<file path="src/rtl/mmlp_pkg.sv">
// Shared types, character codes, field and status codes of the memory map line parser.
package mmlp_pkg;

    // Field being parsed within the line
    localparam logic [2:0] FLD_ADDR  = 3'd0;
    localparam logic [2:0] FLD_PERM  = 3'd1;
    localparam logic [2:0] FLD_OFFS  = 3'd2;
    localparam logic [2:0] FLD_DEV   = 3'd3;
    localparam logic [2:0] FLD_INODE = 3'd4;
    localparam logic [2:0] FLD_PATH  = 3'd5;

    // Record status codes
    localparam logic [3:0] ST_OK          = 4'd0;
    localparam logic [3:0] ST_NO_SP_ADDR  = 4'd1;
    localparam logic [3:0] ST_NO_HYPHEN   = 4'd2;
    localparam logic [3:0] ST_BAD_START   = 4'd3;
    localparam logic [3:0] ST_BAD_END     = 4'd4;
    localparam logic [3:0] ST_NO_SP_PERM  = 4'd5;
    localparam logic [3:0] ST_NO_SP_OFFS  = 4'd6;
    localparam logic [3:0] ST_BAD_OFFS    = 4'd7;
    localparam logic [3:0] ST_NO_SP_DEV   = 4'd8;
    localparam logic [3:0] ST_NO_SP_INODE = 4'd9;
    localparam logic [3:0] ST_BAD_INODE   = 4'd10;

    // Sharing codes
    localparam logic [1:0] SHR_NONE    = 2'd0;
    localparam logic [1:0] SHR_PRIVATE = 2'd1;
    localparam logic [1:0] SHR_SHARED  = 2'd2;

    // Character codes
    localparam logic [7:0] CH_SPACE  = 8'h20;
    localparam logic [7:0] CH_HYPHEN = 8'h2D;
    localparam logic [7:0] CH_R      = 8'h72;
    localparam logic [7:0] CH_W      = 8'h77;
    localparam logic [7:0] CH_X      = 8'h78;
    localparam logic [7:0] CH_P      = 8'h70;
    localparam logic [7:0] CH_S      = 8'h73;
    localparam logic [7:0] CH_0      = 8'h30;
    localparam logic [7:0] CH_9      = 8'h39;
    localparam logic [7:0] CH_LA     = 8'h61;
    localparam logic [7:0] CH_LF     = 8'h66;
    localparam logic [7:0] CH_UA     = 8'h41;
    localparam logic [7:0] CH_UF     = 8'h46;

    typedef struct packed {
        logic       ok;
        logic [3:0] val;
    } t_digit;

    typedef struct packed {
        logic [63:0] base_addr;
        logic [63:0] limit_addr;
        logic [2:0]  access_bits;
        logic [1:0]  sharing;
        logic [63:0] file_offset;
        logic [7:0]  dev_major;
        logic [7:0]  dev_minor;
        logic [63:0] inode_num;
        logic [11:0] path_start;
        logic [8:0]  path_len;
        logic [3:0]  status;
    } t_rec;

    // Decode one hex digit, either letter case
    function automatic t_digit f_hex_digit(input logic [7:0] c);
        t_digit d;
        d.ok  = 1'b1;
        d.val = c[3:0];
        if (c >= CH_0 && c <= CH_9) begin
            d.val = c[3:0];
        end else if ((c >= CH_LA && c <= CH_LF) || (c >= CH_UA && c <= CH_UF)) begin
            d.val = 4'(c[3:0] + 4'd9);
        end else begin
            d.ok = 1'b0;
        end
        return d;
    endfunction

endpackage

</file>
<file path="src/rtl/mmlp_if.sv">
// Valid/ready channels of the memory map line parser: byte requests in, records out.
interface mmlp_req_if;
    logic       valid;
    logic       ready;
    logic [7:0] char_in;
    logic       line_end;

    modport source (output valid, output char_in, output line_end, input ready);
    modport sink   (input valid, input char_in, input line_end, output ready);
endinterface

interface mmlp_rec_if;
    logic        valid;
    logic        ready;
    logic [63:0] base_addr;
    logic [63:0] limit_addr;
    logic [2:0]  access_bits;
    logic [1:0]  sharing;
    logic [63:0] file_offset;
    logic [7:0]  dev_major;
    logic [7:0]  dev_minor;
    logic [63:0] inode_num;
    logic [11:0] path_start;
    logic [8:0]  path_len;
    logic [3:0]  status;

    modport source (output valid, output base_addr, output limit_addr, output access_bits,
                    output sharing, output file_offset, output dev_major, output dev_minor,
                    output inode_num, output path_start, output path_len, output status,
                    input ready);
    modport sink   (input valid, input base_addr, input limit_addr, input access_bits,
                    input sharing, input file_offset, input dev_major, input dev_minor,
                    input inode_num, input path_start, input path_len, input status,
                    output ready);
endinterface

</file>
<file path="src/rtl/memory_map_line_parser_unit.sv">
// Top level of the memory map line parser: byte request channel in, record channel out.
//
// Usage: one line of a memory-map listing arrives on i_req as one byte per request
// (char_in), with line_end set on the final byte; the newline itself is not sent.
// Each line yields exactly one record on o_rec, carrying the address pair,
// permissions, offset, device numbers, inode, pathname position and length, and a
// status code; fields past the first failure read as zero.
// Throughput: one byte per cycle while i_req.ready is high, across line boundaries.
// The per-byte field state is updated in the cycle the byte is accepted; the hex shift
// and the decimal times-ten add both fit in the parser loop. The finished record is
// registered in the queue head, or in the skid slot while the head is held.
// Reset (synchronous, active low): the parser returns to the start of a line and
// the record queue empties.
// Stall: records wait in a two-entry queue; while the receiver holds ready low the
// parser keeps taking bytes until both entries are full, then i_req.ready drops.
module memory_map_line_parser_unit #(
    parameter int LINE_LIMIT    = 4096,
    parameter int PATH_CAPACITY = 256
) (
    input  logic       i_clk,
    input  logic       i_rst_n,
    mmlp_req_if.sink   i_req,
    mmlp_rec_if.source o_rec
);

    logic           w_ready;
    logic           w_step;
    logic           w_push;
    mmlp_pkg::t_rec w_new_rec;
    mmlp_pkg::t_rec w_out_rec;

    assign i_req.ready = w_ready;
    assign w_step      = i_req.valid && w_ready;

    // Parse each accepted byte
    mmlp_parser #(
        .LINE_LIMIT    (LINE_LIMIT),
        .PATH_CAPACITY (PATH_CAPACITY)
    ) u_parser (
        .i_clk       (i_clk),
        .i_rst_n     (i_rst_n),
        .i_step      (w_step),
        .i_char      (i_req.char_in),
        .i_last      (i_req.line_end),
        .o_rec_valid (w_push),
        .o_rec       (w_new_rec)
    );

    // Register and buffer finished records
    mmlp_rec_queue u_queue (
        .i_clk   (i_clk),
        .i_rst_n (i_rst_n),
        .i_push  (w_push),
        .i_rec   (w_new_rec),
        .o_ready (w_ready),
        .o_valid (o_rec.valid),
        .o_rec   (w_out_rec),
        .i_ready (o_rec.ready)
    );

    assign o_rec.base_addr   = w_out_rec.base_addr;
    assign o_rec.limit_addr  = w_out_rec.limit_addr;
    assign o_rec.access_bits = w_out_rec.access_bits;
    assign o_rec.sharing     = w_out_rec.sharing;
    assign o_rec.file_offset = w_out_rec.file_offset;
    assign o_rec.dev_major   = w_out_rec.dev_major;
    assign o_rec.dev_minor   = w_out_rec.dev_minor;
    assign o_rec.inode_num   = w_out_rec.inode_num;
    assign o_rec.path_start  = w_out_rec.path_start;
    assign o_rec.path_len    = w_out_rec.path_len;
    assign o_rec.status      = w_out_rec.status;

endmodule

</file>
<file path="src/rtl/mmlp_parser.sv">
// Per-byte field parser: line state registers, next-state logic and record formatting.
module mmlp_parser #(
    parameter int LINE_LIMIT    = 4096,
    parameter int PATH_CAPACITY = 256
) (
    input  logic          i_clk,
    input  logic          i_rst_n,
    input  logic          i_step,
    input  logic [7:0]    i_char,
    input  logic          i_last,
    output logic          o_rec_valid,
    output mmlp_pkg::t_rec o_rec
);

    localparam int PW = $clog2(LINE_LIMIT);
    localparam logic [PW-1:0] POS_MAX = PW'(LINE_LIMIT - 1);

    typedef struct packed {
        logic [2:0]    field;
        logic [PW-1:0] pos;
        logic [PW-1:0] line_pos;
        logic          hyphen;
        logic [1:0]    bad;
        logic [63:0]   acc_start;
        logic [63:0]   acc_end;
        logic [63:0]   acc_offset;
        logic [63:0]   acc_inode;
        logic [15:0]   dev;
        logic [4:0]    perm;
        logic [3:0]    fail;
        logic          skip_done;
        logic [PW-1:0] path_base;
    } t_pstate;

    t_pstate           r_state;
    t_pstate           n_state;
    t_pstate           w_take;
    mmlp_pkg::t_digit  w_hex;
    logic              w_space;
    logic [63:0]       w_addr_acc;
    logic              w_addr_ok;
    logic              w_offs_ok;
    logic              w_dec_digit;
    logic [67:0]       w_dec_sum;
    logic              w_dec_ovf;
    logic              w_dev_minor;
    logic [3:0]        w_miss;
    logic [3:0]        w_status;
    logic [31:0]       w_plen_full;
    logic [PW+11:0]    w_base_ext;

    function automatic logic [PW-1:0] f_sat(input logic [PW-1:0] v);
        return (v < POS_MAX) ? v + 1'b1 : POS_MAX;
    endfunction

    // Advance to the next space-separated field
    function automatic t_pstate f_next_field(input t_pstate s_in, input logic [PW-1:0] lp);
        t_pstate s;
        s        = s_in;
        s.field  = s_in.field + 3'd1;
        s.pos    = '0;
        s.bad    = '0;
        s.hyphen = 1'b0;
        if (s.field == mmlp_pkg::FLD_PATH) begin
            s.path_base = f_sat(lp);
            s.skip_done = 1'b0;
        end
        return s;
    endfunction

    // Character classification and digit accumulators
    assign w_hex       = mmlp_pkg::f_hex_digit(i_char);
    assign w_space     = (i_char == mmlp_pkg::CH_SPACE);
    assign w_addr_acc  = r_state.hyphen ? r_state.acc_end : r_state.acc_start;
    assign w_addr_ok   = w_hex.ok && (w_addr_acc[63:60] == 4'd0);
    assign w_offs_ok   = w_hex.ok && (r_state.acc_offset[63:60] == 4'd0);
    assign w_dec_digit = (i_char >= mmlp_pkg::CH_0) && (i_char <= mmlp_pkg::CH_9);
    assign w_dec_sum   = {1'b0, r_state.acc_inode, 3'b000} + {3'b000, r_state.acc_inode, 1'b0}
                       + 68'(i_char[3:0]);
    assign w_dec_ovf   = |w_dec_sum[67:64];
    assign w_dev_minor = (r_state.pos >= PW'(3));

    // Apply one character to the line state
    always_comb begin
        t_pstate s;
        s          = r_state;
        s.line_pos = f_sat(r_state.line_pos);
        if (r_state.fail == mmlp_pkg::ST_OK) begin
            unique case (r_state.field)
                mmlp_pkg::FLD_ADDR: begin
                    if (w_space) begin
                        if (!r_state.hyphen) begin
                            s.fail = mmlp_pkg::ST_NO_HYPHEN;
                        end else if (r_state.bad[0]) begin
                            s.fail = mmlp_pkg::ST_BAD_START;
                        end else if (r_state.pos == '0 || r_state.bad[1]) begin
                            s.fail = mmlp_pkg::ST_BAD_END;
                        end else begin
                            s = f_next_field(s, r_state.line_pos);
                        end
                    end else if (!r_state.hyphen && i_char == mmlp_pkg::CH_HYPHEN) begin
                        if (r_state.pos == '0) begin
                            s.bad[0] = 1'b1;
                        end
                        s.hyphen = 1'b1;
                        s.pos    = '0;
                    end else begin
                        if (w_addr_ok) begin
                            if (r_state.hyphen) begin
                                s.acc_end = {w_addr_acc[59:0], w_hex.val};
                            end else begin
                                s.acc_start = {w_addr_acc[59:0], w_hex.val};
                            end
                        end else if (r_state.hyphen) begin
                            s.bad[1] = 1'b1;
                        end else begin
                            s.bad[0] = 1'b1;
                        end
                        s.pos = f_sat(r_state.pos);
                    end
                end
                mmlp_pkg::FLD_PERM: begin
                    if (w_space) begin
                        s = f_next_field(s, r_state.line_pos);
                    end else begin
                        if (r_state.pos == PW'(0) && i_char == mmlp_pkg::CH_R) begin
                            s.perm[0] = 1'b1;
                        end
                        if (r_state.pos == PW'(1) && i_char == mmlp_pkg::CH_W) begin
                            s.perm[1] = 1'b1;
                        end
                        if (r_state.pos == PW'(2) && i_char == mmlp_pkg::CH_X) begin
                            s.perm[2] = 1'b1;
                        end
                        if (r_state.pos == PW'(3) && i_char == mmlp_pkg::CH_P) begin
                            s.perm[3] = 1'b1;
                        end else if (r_state.pos == PW'(3) && i_char == mmlp_pkg::CH_S) begin
                            s.perm[4] = 1'b1;
                        end
                        s.pos = f_sat(r_state.pos);
                    end
                end
                mmlp_pkg::FLD_OFFS: begin
                    if (w_space) begin
                        if (r_state.pos == '0 || r_state.bad != 2'b00) begin
                            s.fail = mmlp_pkg::ST_BAD_OFFS;
                        end else begin
                            s = f_next_field(s, r_state.line_pos);
                        end
                    end else begin
                        if (w_offs_ok) begin
                            s.acc_offset = {r_state.acc_offset[59:0], w_hex.val};
                        end else begin
                            s.bad[0] = 1'b1;
                        end
                        s.pos = f_sat(r_state.pos);
                    end
                end
                mmlp_pkg::FLD_DEV: begin
                    if (w_space) begin
                        // drop a part that is missing or holds a bad digit
                        s.dev[7:0]  = (r_state.pos >= PW'(1) && !r_state.bad[0])
                                    ? r_state.dev[7:0] : 8'h00;
                        s.dev[15:8] = (r_state.pos >= PW'(4) && !r_state.bad[1])
                                    ? r_state.dev[15:8] : 8'h00;
                        s = f_next_field(s, r_state.line_pos);
                    end else begin
                        if (r_state.pos <= PW'(1) || r_state.pos == PW'(3)
                                || r_state.pos == PW'(4)) begin
                            if (!w_hex.ok) begin
                                if (w_dev_minor) begin
                                    s.bad[1] = 1'b1;
                                end else begin
                                    s.bad[0] = 1'b1;
                                end
                            end else if (w_dev_minor) begin
                                s.dev[15:8] = {r_state.dev[11:8], w_hex.val};
                            end else begin
                                s.dev[7:0] = {r_state.dev[3:0], w_hex.val};
                            end
                        end
                        s.pos = f_sat(r_state.pos);
                    end
                end
                mmlp_pkg::FLD_INODE: begin
                    if (w_space) begin
                        if (r_state.pos == '0 || r_state.bad != 2'b00) begin
                            s.fail = mmlp_pkg::ST_BAD_INODE;
                        end else begin
                            s = f_next_field(s, r_state.line_pos);
                        end
                    end else begin
                        if (w_dec_digit && !w_dec_ovf) begin
                            s.acc_inode = w_dec_sum[63:0];
                        end else begin
                            s.bad[0] = 1'b1;
                        end
                        s.pos = f_sat(r_state.pos);
                    end
                end
                default: begin
                    // pathname: mark the first non-space, then count
                    if (!r_state.skip_done && !w_space) begin
                        s.skip_done = 1'b1;
                        s.path_base = r_state.line_pos;
                        s.pos       = PW'(1);
                    end else begin
                        s.pos = f_sat(r_state.pos);
                    end
                end
            endcase
        end
        w_take = s;
    end

    // Clear the line state after the last byte
    assign n_state = i_last ? '0 : w_take;

    always_ff @(posedge i_clk) begin
        if (!i_rst_n) begin
            r_state <= '0;
        end else if (i_step) begin
            r_state <= n_state;
        end
    end

    // Map a line that ends inside a field to its missing-space status
    always_comb begin
        case (w_take.field)
            mmlp_pkg::FLD_ADDR:  w_miss = mmlp_pkg::ST_NO_SP_ADDR;
            mmlp_pkg::FLD_PERM:  w_miss = mmlp_pkg::ST_NO_SP_PERM;
            mmlp_pkg::FLD_OFFS:  w_miss = mmlp_pkg::ST_NO_SP_OFFS;
            mmlp_pkg::FLD_DEV:   w_miss = mmlp_pkg::ST_NO_SP_DEV;
            mmlp_pkg::FLD_INODE: w_miss = mmlp_pkg::ST_NO_SP_INODE;
            default:             w_miss = mmlp_pkg::ST_OK;
        endcase
    end

    assign w_status    = (w_take.fail != mmlp_pkg::ST_OK) ? w_take.fail : w_miss;
    assign w_plen_full = (32'(w_take.pos) < 32'(PATH_CAPACITY))
                       ? 32'(w_take.pos) : 32'(PATH_CAPACITY);
    assign w_base_ext  = {12'b0, w_take.path_base};

    // Format the record, zeroing fields past the failure point
    always_comb begin
        logic ok;
        ok = (w_status == mmlp_pkg::ST_OK);
        o_rec.base_addr   = (ok || w_status >= mmlp_pkg::ST_BAD_END)
                          ? w_take.acc_start : '0;
        o_rec.limit_addr  = (ok || w_status >= mmlp_pkg::ST_NO_SP_PERM)
                          ? w_take.acc_end : '0;
        o_rec.access_bits = (ok || w_status >= mmlp_pkg::ST_NO_SP_OFFS)
                          ? w_take.perm[2:0] : 3'b000;
        if (!(ok || w_status >= mmlp_pkg::ST_NO_SP_OFFS)) begin
            o_rec.sharing = mmlp_pkg::SHR_NONE;
        end else if (w_take.perm[3]) begin
            o_rec.sharing = mmlp_pkg::SHR_PRIVATE;
        end else if (w_take.perm[4]) begin
            o_rec.sharing = mmlp_pkg::SHR_SHARED;
        end else begin
            o_rec.sharing = mmlp_pkg::SHR_NONE;
        end
        o_rec.file_offset = (ok || w_status >= mmlp_pkg::ST_NO_SP_DEV)
                          ? w_take.acc_offset : '0;
        o_rec.dev_major   = (ok || w_status >= mmlp_pkg::ST_NO_SP_INODE)
                          ? w_take.dev[7:0] : 8'h00;
        o_rec.dev_minor   = (ok || w_status >= mmlp_pkg::ST_NO_SP_INODE)
                          ? w_take.dev[15:8] : 8'h00;
        o_rec.inode_num   = ok ? w_take.acc_inode : '0;
        o_rec.path_start  = ok ? w_base_ext[11:0] : 12'h000;
        o_rec.path_len    = ok ? w_plen_full[8:0] : 9'h000;
        o_rec.status      = w_status;
    end

    assign o_rec_valid = i_step && i_last;

`ifndef SYNTHESIS
    a_hyphen_in_addr: assert property (@(posedge i_clk) disable iff (!i_rst_n)
        r_state.hyphen |-> (r_state.field == mmlp_pkg::FLD_ADDR))
        else $error("hyphen flag set outside the address field");

    a_skip_in_path: assert property (@(posedge i_clk) disable iff (!i_rst_n)
        r_state.skip_done |-> (r_state.field == mmlp_pkg::FLD_PATH))
        else $error("pathname start marked outside the pathname field");

    a_fail_freezes: assert property (@(posedge i_clk) disable iff (!i_rst_n)
        (r_state.fail != mmlp_pkg::ST_OK && !(i_step && i_last))
        |=> ($stable(r_state.field) && $stable(r_state.fail)))
        else $error("parsing advanced after a failure");
`endif

endmodule

</file>
<file path="src/rtl/mmlp_rec_queue.sv">
// Two-entry record queue: output register plus skid slot between parser and receiver.
module mmlp_rec_queue (
    input  logic           i_clk,
    input  logic           i_rst_n,
    input  logic           i_push,
    input  mmlp_pkg::t_rec i_rec,
    output logic           o_ready,
    output logic           o_valid,
    output mmlp_pkg::t_rec o_rec,
    input  logic           i_ready
);

    mmlp_pkg::t_rec r_head;
    mmlp_pkg::t_rec r_tail;
    mmlp_pkg::t_rec n_head;
    mmlp_pkg::t_rec n_tail;
    logic           r_head_vld;
    logic           r_tail_vld;
    logic           n_head_vld;
    logic           n_tail_vld;
    logic           w_pop;

    assign w_pop = r_head_vld && i_ready;

    // Refill the head from the skid slot or the incoming record
    always_comb begin
        n_head     = r_head;
        n_tail     = r_tail;
        n_head_vld = r_head_vld;
        n_tail_vld = r_tail_vld;
        if (w_pop || !r_head_vld) begin
            if (r_tail_vld) begin
                n_head     = r_tail;
                n_head_vld = 1'b1;
                n_tail     = i_rec;
                n_tail_vld = i_push;
            end else begin
                n_head     = i_rec;
                n_head_vld = i_push;
                n_tail_vld = 1'b0;
            end
        end else if (i_push) begin
            n_tail     = i_rec;
            n_tail_vld = 1'b1;
        end
    end

    always_ff @(posedge i_clk) begin
        if (!i_rst_n) begin
            r_head_vld <= 1'b0;
            r_tail_vld <= 1'b0;
        end else begin
            r_head_vld <= n_head_vld;
            r_tail_vld <= n_tail_vld;
        end
    end

    // Hold payload without reset
    always_ff @(posedge i_clk) begin
        r_head <= n_head;
        r_tail <= n_tail;
    end

    assign o_ready = !r_tail_vld;
    assign o_valid = r_head_vld;
    assign o_rec   = r_head;

`ifndef SYNTHESIS
    a_tail_behind_head: assert property (@(posedge i_clk) disable iff (!i_rst_n)
        r_tail_vld |-> r_head_vld)
        else $error("skid slot occupied while head is empty");

    a_no_push_when_full: assert property (@(posedge i_clk) disable iff (!i_rst_n)
        i_push |-> !r_tail_vld)
        else $error("record pushed into a full queue");
`endif

endmodule

</file>
<file path="src/flat_wrapper.sv">
// flat-port wrapper written by rule: the top's interface ports become plain ports
module memory_map_line_parser_unit_flat 
#(
    parameter int LINE_LIMIT    = 4096,
    parameter int PATH_CAPACITY = 256
)
  (i_clk, i_rst_n, i_req_valid, i_req_char_in, i_req_line_end, i_req_ready, o_rec_valid, o_rec_base_addr, o_rec_limit_addr, o_rec_access_bits, o_rec_sharing, o_rec_file_offset, o_rec_dev_major, o_rec_dev_minor, o_rec_inode_num, o_rec_path_start, o_rec_path_len, o_rec_status, o_rec_ready);
  mmlp_req_if i_req_i ();
  mmlp_rec_if o_rec_i ();
  input  logic i_clk;
  input  logic i_rst_n;
  input wire logic [$bits(i_req_i.valid)-1:0] i_req_valid;
  input wire logic [$bits(i_req_i.char_in)-1:0] i_req_char_in;
  input wire logic [$bits(i_req_i.line_end)-1:0] i_req_line_end;
  output wire logic [$bits(i_req_i.ready)-1:0] i_req_ready;
  output wire logic [$bits(o_rec_i.valid)-1:0] o_rec_valid;
  output wire logic [$bits(o_rec_i.base_addr)-1:0] o_rec_base_addr;
  output wire logic [$bits(o_rec_i.limit_addr)-1:0] o_rec_limit_addr;
  output wire logic [$bits(o_rec_i.access_bits)-1:0] o_rec_access_bits;
  output wire logic [$bits(o_rec_i.sharing)-1:0] o_rec_sharing;
  output wire logic [$bits(o_rec_i.file_offset)-1:0] o_rec_file_offset;
  output wire logic [$bits(o_rec_i.dev_major)-1:0] o_rec_dev_major;
  output wire logic [$bits(o_rec_i.dev_minor)-1:0] o_rec_dev_minor;
  output wire logic [$bits(o_rec_i.inode_num)-1:0] o_rec_inode_num;
  output wire logic [$bits(o_rec_i.path_start)-1:0] o_rec_path_start;
  output wire logic [$bits(o_rec_i.path_len)-1:0] o_rec_path_len;
  output wire logic [$bits(o_rec_i.status)-1:0] o_rec_status;
  input wire logic [$bits(o_rec_i.ready)-1:0] o_rec_ready;
  assign i_req_i.valid = i_req_valid;
  assign i_req_i.char_in = i_req_char_in;
  assign i_req_i.line_end = i_req_line_end;
  assign i_req_ready = i_req_i.ready;
  assign o_rec_valid = o_rec_i.valid;
  assign o_rec_base_addr = o_rec_i.base_addr;
  assign o_rec_limit_addr = o_rec_i.limit_addr;
  assign o_rec_access_bits = o_rec_i.access_bits;
  assign o_rec_sharing = o_rec_i.sharing;
  assign o_rec_file_offset = o_rec_i.file_offset;
  assign o_rec_dev_major = o_rec_i.dev_major;
  assign o_rec_dev_minor = o_rec_i.dev_minor;
  assign o_rec_inode_num = o_rec_i.inode_num;
  assign o_rec_path_start = o_rec_i.path_start;
  assign o_rec_path_len = o_rec_i.path_len;
  assign o_rec_status = o_rec_i.status;
  assign o_rec_i.ready = o_rec_ready;
  memory_map_line_parser_unit #(.LINE_LIMIT(LINE_LIMIT), .PATH_CAPACITY(PATH_CAPACITY)) u_core (.i_clk(i_clk), .i_rst_n(i_rst_n), .i_req(i_req_i), .o_rec(o_rec_i));
endmodule
</file>
<file path="config.mk">
export PLATFORM = sky130hd
export DESIGN_NAME = memory_map_line_parser_unit_flat
export DESIGN_NICKNAME = d
export VERILOG_FILES = /design/src/rtl/mmlp_pkg.sv /design/src/rtl/mmlp_if.sv /design/src/rtl/memory_map_line_parser_unit.sv /design/src/rtl/mmlp_parser.sv /design/src/rtl/mmlp_rec_queue.sv /design/src/flat_wrapper.sv
export SDC_FILE = /design/constraint.sdc
export NUM_CORES = 2
export LEC_CHECK = 0
export ABC_AREA = 1
export BUFFER_PORTS_ARGS = -buffer_cell sky130_fd_sc_hd__buf_4
export CAP_MARGIN = 20
export CORE_MARGIN = 10
export CORE_UTILIZATION = 44
export CTS_CLUSTER_SIZE = 24
export DETAILED_ROUTE_END_ITERATION = 6
export RECOVER_POWER = 50
export SYNTH_ARGS = -nofsm -noshare
export SYNTH_HDL_FRONTEND = slang
export SYNTH_SLANG_ARGS = --single-unit
export TNS_END_PERCENT = 30
</file>
<file path="constraint.sdc">
create_clock -name i_clk -period 63.4 [get_ports i_clk]
set_input_delay 12.68 -clock i_clk [delete_from_list [all_inputs] [get_ports i_clk]]
set_output_delay 12.68 -clock i_clk [all_outputs]
set_load 0.01 [all_outputs]
</file>
==> results_dict.tcl <==
set metrics [dict create \
    violations "capacitance limit, slew limit" \
    fin_nets 6641 \
    setup_viol 0 \
    clock_sinks 930 \
    finalClockSkew_ps 38.5 \
    syn_to_final_growth_pct 11.1 \
    ys.warnings.count 0 \
    synth_top_area_share_pct 36.5 \
    htreeDepth 3 \
    clk_latency_ps 700 \
    syn-num-nets 6471 \
    antenna_found_initial 3 \
    syn_area_um2 49600 \
    dieWidth_um 356 \
    post_cts.repair.setup_buffers 0 \
    relSlewSlack_pct -218 \
    synth.most_common_cell "nand2_1" \
    wl_um 151000 \
    overflow 0 \
    yosys-top-cells-area "edfxtp_1, nand2_1, dfxtp_1, inv_1, a21oi_1" \
    fin_crit_sh_pct 33.6 \
    hpwl_um 102000 \
    drt_iter0_drc 3470 \
    cts-resized-gates 0 \
    dieArea_um2 127000 \
    viasPerCell 5.20 \
    grt_use_total_pct 23.1 \
    synthArstFlopShare_pct 0 \
    irDropWorstVdd_mv 0.0183 \
    start_util_pct 44.2 \
    fin_util_pct 49.2 \
    max_cap_viol_count 13 \
    routedWlPerCell_um 18.7 \
    synth_edf_count 604 \
    rsz0062_at_grt "no" \
    routed-via-count 42000 \
    clkTransAtPathRegs_ps 60 \
    cp.arrival_ps 21920 \
    port_buffers 316 \
    cts_buffer_depth 3 \
    whs_ps 463 \
    core_area_um2 112000 \
    status "finished with violations" \
    critPathRequiredTime_ps 64010 \
    synth_top_area_cell "edfxtp_1" \
    drc 0 \
    worstSetupStartpointType "input pin" \
    fill_cells 11200 \
    ioPinCount 317 \
    power.leakage_nw 22.5 \
    crit_chain "clkbuf_4 > nand2_1 > nor2_4 > clkbuf_1 > clkbuf_1 > buf_4 > nand2_1 > a21oi_1" \
    die_height_um 356 \
    max_freq_mhz 46.9 \
    grt_pass1_wl_um 234000 \
    final_hold_viol_count 0 \
    fin_tns_setup_ps 0 \
    worstPathMaxFanout 86 \
    ys_ff_latch 930 \
    report.final.slew_viol_count 908 \
    gp_congestion 0.924 \
    synth_cells 6313 \
    tightest_slew_ps 4740 \
    antenna_cells 0 \
    critPathCaptureType "flop" \
    synth_common_cells "nand2_1, inv_1, edfxtp_1" \
    row_count 123 \
    cts-hold-fix-buffers 0 \
    cp_slowest_cell "clkbuf_1" \
    rrSetupSlack_ps 52000 \
    synthFlopType "edfxtp_1" \
    drive_gt1_share_pct 5.57 \
    synth-seq-area-share_pct 49.7 \
    cpPeakStageDelay_ps 3290 \
    hold_class "flop to flop" \
    p_per_area_nw_per_um2 23.5 \
    grt_max_degree 186 \
    clk_root_buffer_cell "clkbuf_16" \
    design_area_um2 55100 \
    ys_types 63 \
    fin_crit_ps 21310 \
    drt_pre_antenna_iters 5 \
    place_area_um2 53000 \
    syn_area_per_cell_um2 7.86 \
    critical_path_class "input pin to flop" \
    cts_tree "done" \
    drtAntennaViolNets 0 \
    cts_buffers 103 \
    grt_pass1_vias 39700 \
]
-- layer usage --
layer  vias up  routed length, um  GRT usage, %
li1      20900                  -             -
met1     19700              67100          30.9
met2      1099              72100          38.7
met3       201               8020          2.87
met4         0               4040          7.02
met5         -                  0             0
-- cell families (layout without fill, tap and decap cells) --
kind of cell | Yosys count | count (layout) | synth area share [%]
fa+ha+maj | 145 | 145 | 3.69
simple gates | 3038 | 3038 | 24.8
flops | 930 | 930 | 49.7
compound gates | 1053 | 1053 | 12.1
xor+xnor | 55 | 55 | 0.970
buf+inv | 1092 | 1351 | 8.75
-- path summary, 6_finish.rpt --
path,startpoint,end,depth (start not counted)
worst min register to register,u_core.u_parser.r_state[246]$_SDFFE_PN0P_,u_core.u_parser.r_state[246]$_SDFFE_PN0P_,2
worst max register to register,u_core.u_queue.r_tail_vld$_SDFFE_PN0P_,u_core.u_parser.r_state[88]$_SDFFE_PN0P_,8
worst max-delay path,i_req_valid,u_core.u_parser.r_state[88]$_SDFFE_PN0P_,8
worst min-delay path,u_core.u_parser.r_state[246]$_SDFFE_PN0P_,u_core.u_parser.r_state[246]$_SDFFE_PN0P_,2
-- sequential cells by signal, indices dropped and copies added, names as in the netlist --
name and flops:
u_core.u_queue.o_valid 1, u_core.u_parser.r_state 324, u_core.u_queue.r_tail 302, u_core.u_queue.o_rec 302
u_core.u_queue.r_tail_vld 1
-- cell type report --
type | instances | area [um2] | area share (%)
Clock buffer | 142 | 2820 | 5.12
Inverter | 788 | 2980 | 5.40
Timing Repair Buffer | 369 | 1630 | 2.96
Clock inverter | 52 | 515 | 0.935
Tap cell | 1500 | 1880 | 3.40
Sequential cell | 930 | 24700 | 44.7
Multi-Input combinational cell | 4291 | 20700 | 37.4
-- cell usage in the layout (no fill, tap or decap), types with 13 or more instances in the layout --
cell type / instances
a21boi_0: 13
a21oi_1: 460
a31oi_1: 14
buf_4: 50
clkbuf_1: 342
clkbuf_16: 103
clkinv_1: 21
clkinv_2: 15
dfxtp_1: 326
edfxtp_1: 604
ha_1: 143
inv_1: 756
inv_2: 20
nand2_1: 2183
nand2_2: 17
nand3_1: 245
nand4_1: 40
nor2_1: 398
nor2_2: 74
nor3_1: 29
o211ai_1: 32
o21a_1: 42
o21ai_0: 207
o21ai_1: 57
o21bai_1: 17
o221ai_1: 29
o22ai_1: 121
xnor2_1: 26
xor2_1: 29
-- worst max-delay path: cells and delay by family --
kind	cells	cell delay (ps)
compound gates	1	150
buf+inv	4	7140
simple gates	3	1750
-- through the flow --
step                setup WS (ps)  total power [mW]  cells
floorplan                   28270             0.698   6313
global placement            45810             0.720   7877
detailed placement          45700             0.720   7877
CTS                         46430              1.31   8071
global route                40990              1.34   8072
finish                      42090              1.30   8072
-- report_power, final --
part | internal [mW] | switching, mW
sequential | 0.652 | 0.00433
clock | 0.338 | 0.255
combinational | 0.00810 | 0.0375
Power figures use the tool's default switching activity.
